==> src/rtl/core/pfla_pkg.sv <==
package pfla_pkg;

    localparam int DefPoolDepth  = 4096;
    localparam int HeaderBytes   = 16;
    localparam int CfgW          = 12;
    localparam int BytesW        = 16;
    localparam int QW            = 17;
    localparam int DivSh         = 24;
    localparam int DivMul        = ((1 << DivSh) + HeaderBytes - 1) / HeaderBytes;
    localparam int DivMulW       = $clog2(DivMul + 1);
    localparam int DivInW        = BytesW + 1;
    localparam logic [11:0] DefPoolQuanta = 12'd4095;
    localparam logic [11:0] DefMinGrow    = 12'd16;

    localparam logic CMD_ALLOC   = 1'b0;
    localparam logic CMD_RELEASE = 1'b1;

    localparam logic [1:0] ST_OK        = 2'd0;
    localparam logic [1:0] ST_NO_MEM    = 2'd1;
    localparam logic [1:0] ST_NOT_READY = 2'd2;

    localparam logic REG_POOL_QUANTA = 1'b0;
    localparam logic REG_MIN_GROW    = 1'b1;

    typedef enum logic [3:0] {
        S_IDLE,
        S_DEC,
        S_DIV1,
        S_DIV2,
        S_A_RD,
        S_A_GETP,
        S_A_CHK,
        S_A_SPLIT,
        S_A_RESUME,
        S_R_CHK,
        S_R_F2,
        S_R_F3,
        S_R_F4,
        S_DONE
    } t_state;

    typedef enum logic [4:0] {
        OP_NONE,
        OP_LOAD,
        OP_REL_EARLY,
        OP_R_CMD,
        OP_DIV1,
        OP_DIV2,
        OP_A_RDPREV,
        OP_A_GETP,
        OP_A_EXACT,
        OP_A_SPLIT1,
        OP_A_SPLIT2,
        OP_A_GROW,
        OP_A_FAIL,
        OP_A_STEP,
        OP_A_RESUME,
        OP_R_STEP,
        OP_R_F1,
        OP_R_F2,
        OP_R_F3,
        OP_R_F4
    } t_op;

    typedef struct packed {
        t_op  op;
        logic ready;
        logic done;
    } t_cmd;

    typedef struct packed {
        logic is_alloc;
        logic started;
        logic rel_ok;
        logic hit;
        logic exact;
        logic at_search;
        logic grow_fail;
        logic alloc_cap;
        logic rel_found;
        logic rel_cap;
        logic from_grow;
    } t_dp_stat;

endpackage

==> src/rtl/core/pfla_ctrl.sv <==
module pfla_ctrl
    import pfla_pkg::*;
(
    input  logic     i_clk,
    input  logic     i_rst_n,
    input  logic     i_in_valid,
    input  logic     i_out_free,
    input  t_dp_stat i_stat,
    output t_cmd     o_cmd
);

    t_state r_state, n_state;

    always_ff @(posedge i_clk) begin
        if (!i_rst_n) begin
            r_state <= S_IDLE;
        end else begin
            r_state <= n_state;
        end
    end

    always_comb begin
        n_state = r_state;
        case (r_state)
            S_IDLE: begin
                if (i_in_valid) n_state = S_DEC;
            end
            S_DEC: begin
                if (i_stat.is_alloc) n_state = S_DIV1;
                else if (!i_stat.started || !i_stat.rel_ok) n_state = S_DONE;
                else n_state = S_R_CHK;
            end
            S_DIV1:   n_state = S_DIV2;
            S_DIV2:   n_state = S_A_RD;
            S_A_RD:   n_state = S_A_GETP;
            S_A_GETP: n_state = S_A_CHK;
            S_A_CHK: begin
                if (i_stat.hit && i_stat.exact) n_state = S_DONE;
                else if (i_stat.hit) n_state = S_A_SPLIT;
                else if (i_stat.at_search) n_state = i_stat.grow_fail ? S_DONE : S_R_CHK;
                else if (i_stat.alloc_cap) n_state = S_DONE;
                else n_state = S_A_CHK;
            end
            S_A_SPLIT:  n_state = S_DONE;
            S_A_RESUME: n_state = i_stat.alloc_cap ? S_DONE : S_A_GETP;
            S_R_CHK: begin
                if (i_stat.rel_found) n_state = S_R_F2;
                else if (i_stat.rel_cap) n_state = i_stat.from_grow ? S_A_RESUME : S_DONE;
                else n_state = S_R_CHK;
            end
            S_R_F2: n_state = S_R_F3;
            S_R_F3: n_state = S_R_F4;
            S_R_F4: n_state = i_stat.from_grow ? S_A_RESUME : S_DONE;
            S_DONE: begin
                if (i_out_free) n_state = S_IDLE;
            end
            default: n_state = S_IDLE;
        endcase
    end

    always_comb begin
        o_cmd.op    = OP_NONE;
        o_cmd.ready = 1'b0;
        o_cmd.done  = 1'b0;
        case (r_state)
            S_IDLE: begin
                o_cmd.ready = 1'b1;
                if (i_in_valid) o_cmd.op = OP_LOAD;
            end
            S_DEC: begin
                if (i_stat.is_alloc) o_cmd.op = OP_NONE;
                else if (!i_stat.started || !i_stat.rel_ok) o_cmd.op = OP_REL_EARLY;
                else o_cmd.op = OP_R_CMD;
            end
            S_DIV1:   o_cmd.op = OP_DIV1;
            S_DIV2:   o_cmd.op = OP_DIV2;
            S_A_RD:   o_cmd.op = OP_A_RDPREV;
            S_A_GETP: o_cmd.op = OP_A_GETP;
            S_A_CHK: begin
                if (i_stat.hit && i_stat.exact) o_cmd.op = OP_A_EXACT;
                else if (i_stat.hit) o_cmd.op = OP_A_SPLIT1;
                else if (i_stat.at_search) o_cmd.op = i_stat.grow_fail ? OP_A_FAIL : OP_A_GROW;
                else if (i_stat.alloc_cap) o_cmd.op = OP_A_FAIL;
                else o_cmd.op = OP_A_STEP;
            end
            S_A_SPLIT:  o_cmd.op = OP_A_SPLIT2;
            S_A_RESUME: o_cmd.op = i_stat.alloc_cap ? OP_A_FAIL : OP_A_RESUME;
            S_R_CHK: begin
                if (i_stat.rel_found) o_cmd.op = OP_R_F1;
                else if (i_stat.rel_cap) o_cmd.op = OP_NONE;
                else o_cmd.op = OP_R_STEP;
            end
            S_R_F2: o_cmd.op = OP_R_F2;
            S_R_F3: o_cmd.op = OP_R_F3;
            S_R_F4: o_cmd.op = OP_R_F4;
            S_DONE: o_cmd.done = i_out_free;
            default: o_cmd.op = OP_NONE;
        endcase
    end

endmodule

==> config.mk <==
export PLATFORM = sky130hd
export DESIGN_NAME = pfla_ctrl
export DESIGN_NICKNAME = d
export VERILOG_FILES = /design/src/rtl/core/pfla_pkg.sv /design/src/rtl/core/pfla_ctrl.sv
export SDC_FILE = /design/constraint.sdc
export NUM_CORES = 1
export LEC_CHECK = 0
export BUFFER_PORTS_ARGS = -buffer_cell sky130_fd_sc_hd__buf_2
export CORE_MARGIN = 2
export CORE_UTILIZATION = 50
export CTS_BUF_LIST = sky130_fd_sc_hd__clkbuf_4 sky130_fd_sc_hd__clkbuf_8 sky130_fd_sc_hd__clkbuf_16
export CTS_CLUSTER_DIAMETER = 200
export DETAILED_ROUTE_END_ITERATION = 8
export HOLD_SLACK_MARGIN = 0.1
export PLACE_DENSITY = 0.78
export REMOVE_ABC_BUFFERS = 1
export SKIP_CTS_REPAIR_TIMING = 1
export SLEW_MARGIN = 20
export SYNTH_ARGS = -nofsm -noshare
export SYNTH_HDL_FRONTEND = slang
export SYNTH_SLANG_ARGS = --single-unit
export TNS_END_PERCENT = 1
==> constraint.sdc <==
create_clock -name i_clk -period 1.45 [get_ports i_clk]
set_clock_uncertainty 0.1 [all_clocks]
set_input_delay 0.2175 -clock i_clk [delete_from_list [all_inputs] [get_ports i_clk]]
set_output_delay 0.2175 -clock i_clk [all_outputs]
set_load 0.005 [all_outputs]
### Word-level counts from Yosys, hierarchy flattened

Cells that the tools add are included.

* register bits: 4
* latch bits: 0
* bits in writable memories: 0
* bits in read-only memories: 0
* input port bits: 15
* memories kept: 0

* add/sub/neg operators: 0
* multipliers: 0
* div/mod/pow operators: 0
* magnitude comparators: 0
* equal/unequal tests: 15
* shift operators: 0
* mux-type cells: 28
* bitwise gates (word level): 0
* reduce and logical (&&, ||, !) cells: 6

Operators by type and width (count)
* case mux 5 bit (13 select lines): 1
* case mux 4 bit (14 select lines): 1
* 2-to-1 mux 4 bit: 9
* 2-to-1 mux 3 bit: 9
* equality test 4 bit, second input constant: 6
* equality test 4 x 3 -> 1 bit, second input constant: 4
* 2-to-1 mux 5 bit: 2
* equality test 4 x 2 -> 1 bit, second input constant: 2
* 2-to-1 mux 1 bit: 5
* equality test 4 x 1 -> 1 bit, second input constant: 1
* zero test 4 bit: 1
* inequality test 2 bit, second input constant: 2
* zero test 1 bit: 2
* 2-to-1 mux 2 bit: 1
* AND reduction 2 bit: 1
* logical AND 1 bit: 1
* logical OR 1 bit: 1

### Longest topological paths before layout

Gate-level depths: netlist of run 1.

* depth in word-level cells: 5
* mapped depth: 6
* gate-level depth less buffers: 4

### Worst setup path after synthesis of run 1

No wires, ideal clock.

* kind: register -> output
* start: reg r_state[0]
* end: out o_cmd[4] (netlist name)
* arrival time: 1.092 ns
* required time: 1.133 ns
* setup slack: 0.041 ns
* stages on the path, launching flop included: 6
* path through: dfxtp_1 -> buf_6 -> buf_6 -> o311ai_1 -> o21ai_0 -> o21ai_1

RTL lines
* start, declared: line pfla_ctrl.sv:12 `t_state r_state, n_state;`
* start signal, assigned: line pfla_ctrl.sv:18 `r_state <= n_state;`
* end, declared: line pfla_ctrl.sv:9 `output t_cmd o_cmd`

==> results of run 1 <==
[Yosys cell counts (3+ instances only)]
cell	instances	share of area, %
nor2_1	11	5.7
a21oi_1	9	6.2
o21ai_0	9	6.2
nand2_1	6	3.1
a31oi_1	5	4.3
buf_6	4	6.2
dfxtp_1	4	11
inv_1	4	2.1
nor3_1	4	2.8
buf_2	3	2.1
nand3_1	3	2.1
nor2b_1	3	2.6
[through the flow]
stage               instance area (um2)  TNS (ns)  worst slack (ns)  utilization, %
CTS                                 943     -1.50            -0.328            70.7
global route                       1200     -1.92            -0.317            90.3
floorplan                           649    -0.952            -0.189               -
global placement                    921   -0.0937           -0.0402            69.0
detailed placement                  921    -0.148           -0.0709            69.0
finish                             1200     -1.47            -0.318            90.3
[critical path, delay by kind of cell, from the launching register on]
kind,cells,cell delay [ns]
DFF,1,0.36
AOI/OAI and AO/OA,3,0.57
buffers and inverters,2,0.28
[cells by family after synthesis]
group	share of synthesized area, %
flops	11.1
mux	1.38
xor+xnor	1.21
simple gates	34.5
compound gates	38.9
buf+inv	13.0
[where the power goes]
part	switching, mW	internal, mW	total [mW]	leakage [nW]
Clock	0.0536	0.0932	0.147	0.0138
Sequential	0.115	0.197	0.312	0.0356
Combinational	1.17	1.17	2.35	0.439
Total	1.34	1.46	2.81	0.489
[how the worst max path moves through the flow]
| stage | slack [ns] | to | cells after the start |
|---|---|---|---|
| after detailed placement | -0.07 | o_cmd[3] | 5 |
| after floorplan | -0.19 | o_cmd[2] | 4 |
| after CTS | -0.33 | o_cmd[3] | 5 |
| after global routing | -0.32 | o_cmd[3] | 5 |
| final | -0.32 | o_cmd[4] | 5 |
| after global placement | -0.04 | o_cmd[2] | 5 |
[metal layers]
metal | up-vias | track usage [%] | part of all wire (%)
met1 | 467 | 32.1 | 37
met4 | 0 | 10.0 | 4.0
met2 | 102 | 38.1 | 47
li1 | 453 | - | -
met3 | 18 | 1.72 | 12
met5 | - | 0 | 0
[area by class of cell]
| cell class | instances | area, um2 |
|---|---|---|
| multi-input combinational | 82 | 694 |
| timing repair buffer | 45 | 355 |
| tap | 15 | 18.8 |
| fill | 59 | 129 |
| sequential | 4 | 95.1 |
| clock buffer | 3 | 22.5 |
| inverter | 5 | 18.8 |
==> results.md, run 1 <==
* Fmax achieved at 566 MHz
* Commonest cells after routing, fill and taps aside: buf_2, buf_4, nor2_1, a21oi_1, o21ai_0
* ANT nets after route at 0
* Via count at 1040
* Die Wd at 42.1 um
* Clock tree buffer depth at 2
* CP Capture Type: primary output
* Drt first pass iters at 4
* Max-cap viol count at 0
* Die ar. at 1770 um2
* Slowest stage delay, CP at 0.36 ns
* Reg with most FFs: r_state
* Clock latency on the worst-skew pair at 0.24 ns
* Slew Limit Headroom at 71.6%
* Synth unique cells at 41
* Antenna diode count at 0
* Share of layout cells above drive strength 1 at 59.0%
* Congestion Overflow GR at 0
* Final setup fails at 10
* Crit share post-route at 122%
* Number of synthesized flops with an enable pin at 0
* R2R Setup Slk at -0.11 ns
* Crit-path max FO at 6
* Clock-pin slew on the worst setup and hold paths at 0.04 ns
* Critical-path top delay cell: dfxtp_4
* Hold depth at 2
* Worst path most repeated cell: o21ai_1
* Worst path arrival time at 1.45 ns
* Non-filler instance count after layout at 154
* Flip-flop count of the largest register after layout at 4
* Synth Cell Area at 724 um2
* GRT Total Usage at 23.6%
* Post-Syn Instances at 100
* First-pass GRT wire length at 3370 um
* Worst hold slack at 0.189 ns
* Crit start category: register
* Status: finished with violations
* Initial Util at 54.3%
* YS warnings at 0
* Power Dens Cells at 2330 nW/um2
* Worst Max-Slew Pin Slew at 0.424 ns
* Pwr Total at 2.81 mW
* Die height at 42.1 um
* Fin. max-slew vios at 0
* Hold_sp: i_rst_n
* Number of global-route vias before repair at 819
* Core ar. at 1330 um2
* Pin count of the biggest net entering global routing at 24
* Ys async rst share at 0%
* Drt total wl at 3160 um
* Nets at 156
* Avg WL per Cell at 20.5 um
* Hold/Removal Path Class: in -> reg
* Registers with the most flip-flops: r_state: 4 flops
* Critical path origin: r_state[0]$_SDFFE_PN0P_
* Final worst slack at -0.318 ns
* Layout overhead on the synthesized area at 66.3%
* Initial antenna violation count at 0
* Site Rows at 13
* Placed Cells at 145
* CTS Sinks at 4
* Final GP Congestion at 0.910
* Final min period at 1.77 ns
* Endpoints failing hold at 0
* Post-DP HPWL at 1550 um
* Commonest non-fill, non-tap cell in the layout: buf_2
* CTS buffer count at 3
* Starting DRT DRC Count at 80
* P_leak at 0.489 nW
* H-tree depth at 1
* Share of the yosys chip area belonging to registers at 11.1%
* Max rail drop VDD at 1.28 mV
* Drc violations at 0
* Crit Path Category: reg -> out
* CTS tree: built
* Synth Flop Type: dfxtp_1
* Post-DR vias/cell at 6.75
* R2r startpoint: r_state[2]$_SDFFE_PN0P_
* Synth Register Bits at 4
* I/O pin count at 22
* RSZ-0062 raised after global routing: yes
* Hold EP: r_state[1]$_SDFFE_PN0P_
* Required time worst endpoint at 1.13 ns
* Crit-path cells: buf_6, o311ai_2, o21ai_1, o21ai_1, buf_2
* Synth Area per Inst at 7.24 um2
* Violations in the final reports: setup timing
* Reg2Reg Depth at 6
* Root buffer cell: clkbuf_4
* Worst reg2reg endpoint: r_state[0]$_SDFFE_PN0P_
* Buffers added on ports at 21
Note: power is estimated with default switching activity, not from simulation.
==> inputs of run 2 (changes only) <==
- REMOVE_ABC_BUFFERS: 1 -> unset
==> run 2 against run 1 <==
  * The flow still finishes with violations (setup timing)
  * Via count down 6.9%
  * Final cell count unchanged
  * Sequential power down 13%
  * Global-route usage up 0.77 points
  * Die area unchanged
  * Worst hold slack worse by 0.038 ns
  * Combinational power down 17%
  * Critical path type unchanged
==> results.md, run 2 (synthesis gave the netlist of run 1 again) <==
* Status: finished with violations (unchanged)
* Violations in the final reports: setup timing (unchanged)
* Register area at 90.1 um2 (was 95.1 um2)
* Die ar. at 1770 um2 (unchanged)
* Crit share post-route at 116% (was 122%)
* Hold/Removal Path Class: in -> reg (unchanged)
* H-tree depth at 1 (unchanged)
* Area taken by multi-input logic gates at 613 um2 (was 694 um2)
* Slew Limit Headroom at 76.3% (was 71.6%)
* CTS Sinks at 4 (unchanged)
* Congestion Overflow GR at 0 (unchanged)
* CTS buffer count at 3 (unchanged)
* Die height at 42.1 um (unchanged)
* Site Rows at 13 (unchanged)
* Endpoints failing hold at 0 (unchanged)
* Worst Max-Slew Pin Slew at 0.354 ns (was 0.424 ns)
* Post-DP HPWL at 1600 um (was 1550 um)
* Final worst slack at -0.229 ns (was -0.318 ns)
* Hold EP: r_state[2]$_SDFFE_PN0P_ (was r_state[1]$_SDFFE_PN0P_)
* Kind of cell adding the most delay to the critical path: flip-flops (was compound AO/OA/AOI/OAI gates)
* Commonest cells after routing, fill and taps aside: buf_4, buf_2, nor2_1, a21oi_1, o21ai_0 (was buf_2, buf_4, nor2_1, a21oi_1, o21ai_0)
* Pin count of the biggest net entering global routing at 19 (was 24)
* P_leak at 0.455 nW (was 0.489 nW)
* GRT Total Usage at 24.4% (was 23.6%)
* Initial Util at 54.3% (unchanged)
* Reg with most FFs: r_state (unchanged)
* Crit-path cells: buf_4, xnor2_2, nor3_1, a31oi_1, o311ai_1, buf_2 (was buf_6, o311ai_2, o21ai_1, o21ai_1, buf_2)
* Via count at 968 (was 1040)
* Worst reg2reg endpoint: r_state[0]$_SDFFE_PN0P_ (unchanged)
* Root buffer cell: clkbuf_4 (unchanged)
* Fin. max-slew vios at 0 (unchanged)
* R2R Setup Slk at -0.07 ns (was -0.11 ns)
* Reg2Reg Depth at 6 (unchanged)
* Max-cap viol count at 0 (unchanged)
* Commonest non-fill, non-tap cell in the layout: buf_4 (was buf_2)
* Setup TNS at -1.30 ns (was -1.47 ns)
* Clock latency on the worst-skew pair at 0.25 ns (was 0.24 ns)
* CP Capture Type: primary output (unchanged)
* Critical-path top delay cell: dfxtp_2 (was dfxtp_4)
* Power Dens Cells at 2230 nW/um2 (was 2330 nW/um2)
* Nets at 156 (unchanged)
* Crit Path Category: reg -> out (unchanged)
* ANT nets after route at 0 (unchanged)
* Starting DRT DRC Count at 43 (was 80)
* Clock tree buffer depth at 2 (unchanged)
* Post-DR vias/cell at 6.29 (was 6.75)
* CTS tree: built (unchanged)
* Final min period at 1.68 ns (was 1.77 ns)
* Fill count at 94 (was 59)
* Drt first pass iters at 5 (was 4)
* RSZ-0062 raised after global routing: yes (unchanged)
* R2r startpoint: r_state[1]$_SDFFE_PN0P_ (was r_state[2]$_SDFFE_PN0P_)
* Hold_sp: i_rst_n (unchanged)
* Syn nets at 115
* Flip-flop count of the largest register after layout at 4 (unchanged)
* First-pass GRT wire length at 3420 um (was 3370 um)
* Drc violations at 0 (unchanged)
* Avg WL per Cell at 16.8 um (was 20.5 um)
* Slowest stage delay, CP at 0.38 ns (was 0.36 ns)
* Util after Layout at 80.1% (was 90.3%)
* Number of global-route vias before repair at 830 (was 819)
* Core ar. at 1330 um2 (unchanged)
* Registers with the most flip-flops: r_state: 4 flops (unchanged)
* Layout overhead on the synthesized area at 47.5% (was 66.3%)
* Share of layout cells above drive strength 1 at 51.8% (was 59.0%)
* Initial antenna violation count at 0 (unchanged)
* Clock-pin slew on the worst setup and hold paths at 0.05 ns (was 0.04 ns)
* Buffers & Inverters on Critical Path at 2 (unchanged)
* Non-filler instance count after layout at 154 (unchanged)
* I/O pin count at 22 (unchanged)
* Final setup fails at 9 (was 10)
* Placed Cells at 145 (unchanged)
* Worst hold slack at 0.151 ns (was 0.189 ns)
* Max rail drop VDD at 1.19 mV (was 1.28 mV)
* Required time worst endpoint at 1.13 ns (about the same)
* Final GP Congestion at 0.921 (was 0.910)
* Fmax achieved at 596 MHz (was 566 MHz)
* Die Wd at 42.1 um (unchanged)
* Crit-path max FO at 5 (was 6)
* Worst path arrival time at 1.36 ns (was 1.45 ns)
* Hold depth at 3 (was 2)
* Drt total wl at 2590 um (was 3160 um)
* Crit start category: register (unchanged)
* Buffers added on ports at 21 (unchanged)
* Antenna diode count at 0 (unchanged)
run 2: worst max path at each step:
stage / slack, ns / from / end / cells past startpoint
after floorplan: 0.04 / r_state[0]$_SDFFE_PN0P_ / o_cmd[4] / 5
after detailed placement: -0.06 / r_state[3]$_SDFFE_PN0P_ / o_cmd[2] / 6
final: -0.23 / r_state[2]$_SDFFE_PN0P_ / o_cmd[2] / 6
after global routing: -0.30 / r_state[0]$_SDFFE_PN0P_ / o_cmd[3] / 5
after CTS: -0.32 / r_state[3]$_SDFFE_PN0P_ / o_cmd[2] / 6
after global placement: -0.05 / r_state[0]$_SDFFE_PN0P_ / o_cmd[4] / 5
run 2: power by group:
part	total [mW]	switching, mW	internal, mW
combinational	1.96	0.983	0.974
clock	0.153	0.0590	0.0935
sequential	0.272	0.0872	0.185
total	2.38	1.13	1.25
run 2: cell type report:
class                           instances  area share (%)
Multi-Input combinational cell         82            57.4
Timing Repair Buffer                   45            28.6
Sequential cell                         4            8.43
Clock buffer                            3            2.11
Inverter                                5            1.76
Tap cell                               15            1.76
run 2: routing by layer:
layer	vias to the layer above	track usage (%)	part of all wire, %
met3	13	3.02	7.8
met5	-	0	0
met2	66	44.4	50
met4	0	11.9	2.9
met1	435	27.7	39
li1	454	-	-
run 2: worst min-delay path, delay by kind of cell:
kind,cells,cell delay [ns]
buffers and inverters,2,0.19
AOI/OAI and AO/OA,1,0.04
run 2: per-stage QoR:
| stage | total power, mW | cell area, um2 | setup slack (ns) |
|---|---|---|---|
| 6_report | 2.38 | 1070 | -0.229 |
| 5_1_grt | 2.51 | 1070 | -0.300 |
| 4_1_cts | 1.98 | 943 | -0.324 |
| 3_5_place_dp | 1.83 | 921 | -0.0617 |
| 3_3_place_gp | 1.78 | 921 | -0.0459 |
| 2_1_floorplan | 1.33 | 724 | 0.0407 |
